==> src/rtl/tcw_pkg.sv <==
// ----------------------------------------------------------------------------
// tcw_pkg
// Shared types and constants of the text console writer: screen geometry,
// request and command codes, and the request, response and queue beats.
// ----------------------------------------------------------------------------
package tcw_pkg;

  localparam int SCREEN_WIDTH  = 80;
  localparam int SCREEN_HEIGHT = 25;
  localparam int CELL_COUNT    = SCREEN_WIDTH * SCREEN_HEIGHT;

  localparam int ADDR_W  = $clog2(CELL_COUNT);
  localparam int ROW_CW  = $clog2(SCREEN_HEIGHT);
  localparam int COL_CW  = $clog2(SCREEN_WIDTH);

  localparam int TYPE_W  = 2;
  localparam int CHAR_W  = 8;
  localparam int INDEX_W = 11;
  localparam int ENTRY_W = 16;
  localparam int ROW_W   = 5;
  localparam int COL_W   = 7;
  localparam int COLOR_W = 8;

  localparam int QUEUE_DEPTH = 2;
  localparam int QPTR_W      = $clog2(QUEUE_DEPTH);

  localparam logic [CHAR_W-1:0]  NEWLINE_CODE = 8'd10;
  localparam logic [CHAR_W-1:0]  SPACE_CODE   = 8'd32;
  localparam logic [COLOR_W-1:0] RESET_COLOR  = 8'd7;
  localparam logic [ENTRY_W-1:0] INIT_CELL    = {RESET_COLOR, SPACE_CODE};

  localparam logic [TYPE_W-1:0] REQ_PUT   = 2'd0;
  localparam logic [TYPE_W-1:0] REQ_READ  = 2'd1;
  localparam logic [TYPE_W-1:0] REQ_CLEAR = 2'd2;

  localparam int CMD_W = 3;
  localparam logic [CMD_W-1:0] CMD_NOP     = 3'd0;
  localparam logic [CMD_W-1:0] CMD_CHAR    = 3'd1;
  localparam logic [CMD_W-1:0] CMD_NEWLINE = 3'd2;
  localparam logic [CMD_W-1:0] CMD_READ    = 3'd3;
  localparam logic [CMD_W-1:0] CMD_CLEAR   = 3'd4;

  typedef struct packed {
    logic [TYPE_W-1:0]  req_type;
    logic [CHAR_W-1:0]  char_code;
    logic [INDEX_W-1:0] cell_index;
  } tcw_req_t;

  typedef struct packed {
    logic [ENTRY_W-1:0] cell_entry;
    logic [ROW_W-1:0]   cursor_row;
    logic [COL_W-1:0]   cursor_col;
    logic               did_scroll;
  } tcw_rsp_t;

  typedef struct packed {
    logic [CMD_W-1:0]  cmd;
    logic [CHAR_W-1:0] char_code;
    logic [ADDR_W-1:0] index;
  } tcw_cmd_t;

endpackage

==> src/rtl/tcw_front.sv <==
// ----------------------------------------------------------------------------
// tcw_front
// Request intake: decodes each request beat into a command and holds it in
// a short queue for the execution side.
// ----------------------------------------------------------------------------
module tcw_front
  import tcw_pkg::*;
(
  input  logic     clk,
  input  logic     rst,
  input  logic     req_valid,
  output logic     req_stall,
  input  tcw_req_t req,
  input  logic     init_busy,
  output logic     q_valid,
  output tcw_cmd_t q_head,
  input  logic     q_pop
);

  tcw_cmd_t            q_mem [QUEUE_DEPTH];
  logic [QPTR_W-1:0]   wr_ptr;
  logic [QPTR_W-1:0]   rd_ptr;
  logic [QPTR_W:0]     count;
  logic                push;
  tcw_cmd_t            cmd_in;

  always_comb begin
    cmd_in.char_code = req.char_code;
    cmd_in.index     = ADDR_W'(req.cell_index);
    unique case (req.req_type)
      REQ_PUT:   cmd_in.cmd = (req.char_code == NEWLINE_CODE) ? CMD_NEWLINE : CMD_CHAR;
      REQ_READ:  cmd_in.cmd = (32'(req.cell_index) < 32'(CELL_COUNT)) ? CMD_READ : CMD_NOP;
      REQ_CLEAR: cmd_in.cmd = CMD_CLEAR;
      default:   cmd_in.cmd = CMD_NOP;
    endcase
  end

  assign req_stall = init_busy || (count == (QPTR_W+1)'(QUEUE_DEPTH));
  assign push      = req_valid && !req_stall;
  assign q_valid   = (count != '0);
  assign q_head    = q_mem[rd_ptr];

  always_ff @(posedge clk) begin
    if (push) begin
      q_mem[wr_ptr] <= cmd_in;
    end
  end

  always_ff @(posedge clk) begin
    if (rst) begin
      wr_ptr <= '0;
      rd_ptr <= '0;
      count  <= '0;
    end else begin
      if (push) begin
        wr_ptr <= (wr_ptr == QPTR_W'(QUEUE_DEPTH-1)) ? '0 : wr_ptr + 1'b1;
      end
      if (q_pop) begin
        rd_ptr <= (rd_ptr == QPTR_W'(QUEUE_DEPTH-1)) ? '0 : rd_ptr + 1'b1;
      end
      if (push && !q_pop) begin
        count <= count + 1'b1;
      end else if (!push && q_pop) begin
        count <= count - 1'b1;
      end
    end
  end

endmodule

==> config.mk <==
export PLATFORM = sky130hd
export DESIGN_NAME = tcw_front
export DESIGN_NICKNAME = d
export VERILOG_FILES = /design/src/rtl/tcw_pkg.sv /design/src/rtl/tcw_front.sv
export SDC_FILE = /design/constraint.sdc
export NUM_CORES = 1
export LEC_CHECK = 0
export ABC_CLOCK_PERIOD_IN_PS = 4850
export BUFFER_PORTS_ARGS = -buffer_cell sky130_fd_sc_hd__buf_2
export CORE_MARGIN = 1
export CORE_UTILIZATION = 35
export CTS_BUF_LIST = sky130_fd_sc_hd__clkbuf_4 sky130_fd_sc_hd__clkbuf_8
export DETAILED_ROUTE_END_ITERATION = 7
export HOLD_SLACK_MARGIN = 0.02
export PLACE_DENSITY = 0.59
export SKIP_CTS_REPAIR_TIMING = 1
export SLEW_MARGIN = 20
export SYNTH_ARGS = -nofsm -noshare
export SYNTH_HDL_FRONTEND = slang
export SYNTH_SLANG_ARGS = --single-unit
==> constraint.sdc <==
create_clock -name clk -period 4.85 [get_ports clk]
set_clock_uncertainty 0.15 [all_clocks]
set_input_delay 0.485 -clock clk [delete_from_list [all_inputs] [get_ports clk]]
set_output_delay 0.485 -clock clk [all_outputs]
set_load 0.01 [all_outputs]
## Yosys cells after proc, flatten, opt, wreduce, memory -nomap -nowiden

Memory sizes are Yosys's and may differ from the RTL's. A register that Yosys moved wholly into a read port is not among the register bits.
Index checks and enable logic that the tools add are counted.

- Equal/unequal tests: 4
- Reductions and logical operators: 10
- Mux-type cells: 11
- Add/subtract/negate cells: 4
- Magnitude comparators: 1

Operator list:

| operator | count |
|---|---|
| $lt 11x11->1 const B | 1 |
| $pmux 3 s3 | 1 |
| $eq 8x4->1 const B | 1 |
| $mux 2 | 4 |
| $mux 1 | 6 |
| $eq 2x2->1 const B | 2 |
| $reduce_bool 2->1 | 2 |
| $logic_and 1x1->1 | 3 |
| $logic_not 1->1 | 3 |
| $add 1x1->1 const B | 2 |
| $add 2x1->2 const B | 1 |
| $eq 2x1->1 const B | 1 |
| $logic_not 2->1 | 1 |
| $sub 2x1->2 const B | 1 |
| $logic_or 1x1->1 | 1 |

- Memories kept: 1
- Bits in registers: 4
- Word-level logic and storage cells: 34
- Input port bits: 26
- Output and inout port bits: 24
- Bits in writable memories: 44

Memories:

| name | depth | width | rd ports | clocked after Yosys merged registers in | write ports | line | RTL |
|---|---|---|---|---|---|---|---|
| q_mem | 2 | 22 | 1 | 1 | 1 | tcw_front.sv:20 | `tcw_cmd_t q_mem [QUEUE_DEPTH];` |

## Depth between registers and ports, before layout

Gate-level depths: netlist of the first run.

- Depth in word-level cells: 8
- Depth in mapped cells: 6
- Mapped depth without buffers: 6

## Worst setup path before layout of the first run

No wires, ideal clock.

- Kind: in2reg
- From: input port init_busy
- To: memory q_mem[0][0] (netlist name), enable pin
- Slack: 2.532 ns
- Required time: 4.297 ns
- Library setup time: 0.403 ns
- Arrival: 1.765 ns
- Stages: 2
- Path buffers: 0
- Cells stage by stage: nor3b_4 > nor2b_1

- Cells in the longest elaborated chain, start to end: 5

RTL lines:

| what | line | RTL |
|---|---|---|
| from (decl) | tcw_front.sv:14 | `input logic init_busy,` |
| $logic_or 1x1->1 | tcw_front.sv:38 | `assign req_stall = init_busy \|\| (count == (QPTR_W+1)'(QUEUE_DEPTH));` |
| $logic_not 1->1 | tcw_front.sv:39 | `assign push = req_valid && !req_stall;` |
| $logic_and 1x1->1 | tcw_front.sv:39 |  |
| $mux 1 | tcw_front.sv:44 | `if (push) begin` |
| $mux 1 (not written as such) | tcw_front.sv:45 | `q_mem[wr_ptr] <= cmd_in;` |
| to (decl) | tcw_front.sv:20 |  |

No other way between the ends.

==> results.toml, run 1 <==
[yosys]
ys_types = 24
synth-seq-area-share_pct = 75.23
synth.ff_latch_count = 49
syn_area_mm2 = 0.001889
yosysMostFrequentCell = "edfxtp_1"
async_flop_share_pct = 0
syn_avg_cell_area_um2 = 18.17
syn_nets = 131
synth.top_cells.by_count = "edfxtp_1 (44), mux2_2 (22), dfxtp_1 (5), nor2_1 (5), inv_1 (3)"
synth_top_area_share_pct = 69.93
synth-warning-count = 0
synth-main-ff-cell = "edfxtp_1"
synth.area.top_cells = "edfxtp_1 (70%), mux2_2 (13%), dfxtp_1 (5.3%)"
synth_cells = 104
synth_edf_count = 44
yosys.area.top_type = "edfxtp_1"

[layout]
drive_gt1_share_pct = 52.83
fillers = 476
multiInputGateArea_um2 = 454.2
antenna_cells = 0
final_net_count = 185
seqCellArea_mm2 = 0.001421
final_design_area_no_fill_mm2 = 0.002340
area_growth_pct = 23.84

[sta]
period_share_pct = 51.11
worst_pin_slew_ns = 1.057
hold_viol_final = 0
fin_crit_ns = 2.479
relSlewSlack_pct = 29.56
slew_viol_final = 0
setup_violations = 0
finalSetupTns_ns = 0
grt_setup_unrepaired = "no"
fmax_mhz = 403.4

[critical_path]
crit_arrival_ns = 1.84
cp_max_fo = 22
cp-start-kind = "flop"
critPathKind = "flop to primary output"
cp-end-kind = "primary output"
cp.required_ns = 4.22

[min_path]
hold_path.class = "input pin to flop"

[grt]
grt_max_degree = 23
grt_pass1_wl_mm = 4.636
track_usage_pct = 11.42
antenna_found_initial = 0
grt_pass1_vias = 1007
overflow = 0

[cts]
cts_buffer_depth = 2
cts_root_buf = "clkbuf_8"
cts_made_buffers = 5
path_clk_slew_ns = 0.08
clock_latency_ns = 0.29
cts_tree = "done"
h-tree-depth = 2
clock_sinks = 49

[flow_run]
maxCapViolCount = 0

[placement]
placed_area_mm2 = 0.002215
port_buffers = 49
gp_congestion = 0.6625
hpwl_mm = 2.222

[detailed_routing]
routedWlPerCell_um = 14.03
remaining_drc_errors = 0
dr_total_vias = 1042
drt_iter0_drc = 33
wirelength_mm = 3.213
postRouteAntennaNets = 0
firstDrtPassIters = 4
viasPerCell = 4.550

[floorplan]
placementRows = 26
die_h_um = 75.47
die-area_mm2 = 0.005696
die_x_um = 75.47
coreArea_mm2 = 0.005140
initial_core_util_pct = 36.76
io_pins = 50

[power]
ir_drop_mv = 0.1332
powerDensity_mw_per_mm2 = 384.6
leakage_nw = 0.8777

[outcome]
status = "finished, final reports clean"
-- cell usage in the layout (no fill, tap or decap), types with 2 or more instances in the layout --
cell type / instances
o21ai_0: 2
inv_1: 3
or2_2: 2
edfxtp_1: 44
clkbuf_8: 6
xor2_1: 2
dfxtp_1: 5
buf_2: 49
a21oi_1: 2
nor2_1: 5
mux2_2: 22
-- flip-flops by register name, indices dropped and copies added, names as in the netlist, named ones only --
name	flops
count	2
wr_ptr	1
q_mem	44
rd_ptr	1
-- worst paths after layout --
check                           slack (ns)  cells past startpoint            to      from
worst max-delay path                  2.37                      2    q_head[13]      flop
worst min-delay path                  0.24                      1   q_mem[1][1]    req[1]
worst max register to register        2.71                      3  q_mem[1][11]  count[0]
worst min register to register        0.37                      2      count[1]  count[1]
-- final cells by class --
type / instances / share of cell area (%)
well taps: 70 / 3.743
multi-input cells: 50 / 19.41
clock buffers: 7 / 3.850
repair buffers: 49 / 10.48
flip-flops and latches: 49 / 60.75
inverters: 3 / 0.4813
clock inverters: 1 / 1.283
-- critical path, stage by stage, from the launching register on --
cell and delay (ns):
dfxtp_1 0.98, mux2_2 0.42, buf_2 0.14
-- report_power, final --
group | switching (W) | internal [W] | leakage (nW)
clock network | 0.000122 | 0.000174 | 0.0619
registers | 0.0000150 | 0.000485 | 0.445
logic | 0.0000505 | 0.0000538 | 0.371
total | 0.000188 | 0.000712 | 0.878
-- layer usage --
layer  GRT usage (%)  vias to the layer above  wire length [um]
li1                -                      503                 -
met3           2.646                        4               157
met5               0                        -                 0
met2           21.03                       29              1737
met4           5.556                        0                38
met1           12.32                      506              1281
-- stage by stage --
stage          std cells  total power (W)  worst slack (ns)  hold WS, ns  util [%]
2_1_floorplan        104        0.0005687             2.532       0.3056         -
3_3_place_gp         221        0.0006121             2.510       0.3228     43.09
3_5_place_dp         221        0.0006157             2.481       0.3602     43.09
4_1_cts              229        0.0009127             2.321       0.2262     45.42
5_1_grt              229        0.0009383             2.237       0.2271     45.52
6_report             229        0.0008999             2.371       0.2361     45.52
-- kinds of logic after synthesis --
family,Yosys count,synth area share [%]
XOR/XNOR,3,1.391
AND/OR/NAND/NOR,17,5.895
adder cells (fa/ha/maj),1,0.6621
buffers and inverters,5,1.126
multiplexers,23,13.71
AO/OA/AOI/OAI,6,1.987
flip-flops,49,75.23
Note: power is estimated with default switching activity, not from simulation.
==> run 2: changes to the inputs <==
--- a/config.mk
+++ b/config.mk
@@ -5,14 +5,14 @@
 export SDC_FILE = /design/constraint.sdc
 export NUM_CORES = 1
 export LEC_CHECK = 0
-export ABC_CLOCK_PERIOD_IN_PS = 4850
+export ABC_CLOCK_PERIOD_IN_PS = 2100
 export BUFFER_PORTS_ARGS = -buffer_cell sky130_fd_sc_hd__buf_2
 export CORE_MARGIN = 1
 export CORE_UTILIZATION = 35
 export CTS_BUF_LIST = sky130_fd_sc_hd__clkbuf_4 sky130_fd_sc_hd__clkbuf_8
 export DETAILED_ROUTE_END_ITERATION = 7
 export HOLD_SLACK_MARGIN = 0.02
-export PLACE_DENSITY = 0.59
+export PLACE_DENSITY = 0.61
 export SKIP_CTS_REPAIR_TIMING = 1
 export SLEW_MARGIN = 20
 export SYNTH_ARGS = -nofsm -noshare
==> constraint.sdc (replaced) <==
create_clock -name clk -period 2.1 [get_ports clk]
set_clock_uncertainty 0.15 [all_clocks]
set_input_delay 0.21 -clock clk [delete_from_list [all_inputs] [get_ports clk]]
set_output_delay 0.21 -clock clk [all_outputs]
set_load 0.01 [all_outputs]
==> run 2 against run 1 <==
- utilization up 4.4 points
- sequential power is 130% higher
- register-to-register slack worse by 2.4 ns
- die area unchanged
- combinational power rose to 2.8 times the previous value
- non-clock buffer count up 24
- final area up 9.6%
- total power grew 140%
- critical path depth grew 3
- critical endpoint is now count[1]
- largest cell class unchanged
==> results.toml, run 2 (synthesis results as in run 1) <==
[outcome]
status = "finished, final reports clean"

[critical_path]
r2r_cells = 5
cp_max_fo = 4
worst-r2r-setup-slack_ns = 0.31
worst-path-buf-inv = 0
cp_slowest_cell = "dfxtp_1"
path_cells = "nor2b_2 > nor3b_4 > ha_1 > or3_1 > a21oi_1"
cp_num_cells = 5
critPathKind = "flop to flop"
cp_top_family = "simple AND/OR/NAND/NOR gates"
r2r_start = "count[0]"
cp-start-kind = "flop"
cp.required_ns = 2.18
max_stage_delay_ns = 0.43
cp-end-kind = "flop"
crit_arrival_ns = 1.87
worstReg2RegEnd = "count[1]"

[layout]
drive_gt1_share_pct = 48.09
fillers = 458
reg_top3 = "q_mem: 44 flops, count: 2 flops"
regMostFlops = "q_mem"
final_net_count = 209
area_growth_pct = 35.76
largest_register_ff_count = 44
layout_commonest_cell = "buf_2"
antenna_cells = 0
layout_common_cells = "buf_2 (49), edfxtp_1 (44), mux2_2 (22)"
final_cells = 253

[min_path]
hold_path.class = "input pin to flop"
hold_start = "q_pop"
whs_path_depth = 3

[grt]
antenna_found_initial = 0
grt_max_degree = 23
grt_pass1_vias = 1116
grt_pass1_wl_mm = 4.981
track_usage_pct = 12.51
overflow = 0

[power]
sequentialPowerShare_pct = 53.8
power_switching_w = 0.0004437
power.internal_w = 0.001673
leakage_nw = 0.9804
powerDensity_mw_per_mm2 = 825.3
p_comb_share_pct = 13.9
switching_share_pct = 20.96
ir_drop_mv = 0.3702
power_frac_clock_pct = 32.3

[sta]
fmax_mhz = 557.5
grt_setup_unrepaired = "no"
worst_pin_slew_ns = 0.3065
setup_violations = 0
period_share_pct = 85.41
slew_viol_final = 0
fin_crit_ns = 1.794
setup_ws_ns = 0.3063
finalSetupTns_ns = 0
relSlewSlack_pct = 79.38
hold_viol_final = 0

[cts]
h-tree-depth = 2
cts_buffer_depth = 2
clock_sinks = 49
cts_root_buf = "clkbuf_8"
cts_tree = "done"
clock_latency_ns = 0.29
path_clk_slew_ns = 0.08
cts_made_buffers = 5

[placement]
port_buffers = 49
dpl.cell_count = 225
gp_congestion = 0.6897
dpl_worst_slack_ns = 0.3175
hpwl_mm = 2.395

[detailed_routing]
viasPerCell = 4.466
routedWlPerCell_um = 14.01
dr_total_vias = 1130
postRouteAntennaNets = 0
remaining_drc_errors = 0
firstDrtPassIters = 4
drt_iter0_drc = 50
wirelength_mm = 3.545

[floorplan]
die_h_um = 75.47
coreArea_mm2 = 0.005140
placementRows = 26
die_x_um = 75.47
io_pins = 50
initial_core_util_pct = 36.76
die-area_mm2 = 0.005696

[flow_run]
maxCapViolCount = 0
run 2: through the flow:
| step | hold slack (ns) | total power [W] | cell area [um^2] | util (%) |
|---|---|---|---|---|
| CTS | -0.05363 | 0.002116 | 2365 | 46.01 |
| global placement | 0.2542 | 0.001418 | 2245 | 43.67 |
| detailed placement | 0.2614 | 0.001432 | 2245 | 43.67 |
| global route | 0.04699 | 0.002212 | 2565 | 49.90 |
| finish | 0.03796 | 0.002117 | 2565 | 49.90 |
| floorplan | 0.1291 | 0.001314 | 1892 | - |
run 2: worst register-to-register path, cell delays in order (launching register included):
cell and delay (ns):
dfxtp_1 0.43, nor2b_2 0.09, nor3b_4 0.23, ha_1 0.30
or3_1 0.37, a21oi_1 0.16
run 2: worst max-delay path by stage:
| stage | to | start | slack [ns] |
|---|---|---|---|
| after floorplan | q_mem[0][0] | count[1] | 0.22 |
| after global placement | count[1] | count[1] | 0.43 |
| after detailed placement | count[1] | count[0] | 0.32 |
| after CTS | count[1] | count[0] | 0.29 |
| after global routing | count[1] | count[0] | 0.21 |
| final | count[1] | count[0] | 0.31 |
run 2: layout make-up:
cell class	instances	area [um^2]	area share, %
multi-input cells	50	449.2	17.51
clock inverters	1	30.03	1.171
inverters	3	11.26	0.4390
flip-flops and latches	49	1421	55.41
well taps	70	87.58	3.415
clock buffers	7	90.09	3.512
repair buffers	73	475.5	18.54
run 2: power groups by stage:
stage | sequential [W] | combinational (W) | clock, W
final | 0.00114 | 0.000295 | 0.000683
after global routing | 0.00114 | 0.000327 | 0.000742
after CTS | 0.00114 | 0.000272 | 0.000705
after detailed placement | 0.00116 | 0.000270 | 0
after global placement | 0.00116 | 0.000261 | 0
after floorplan | 0.00116 | 0.000157 | 0
run 2: routing by layer:
metal  global-route usage [%]  share of wire (%)  vias up
li1                         -                  -      549
met1                    12.69                 41      539
met2                    22.72                 53       36
met3                    3.836                4.8        6
met4                    7.202                1.7        0
met5                        0                  0        -
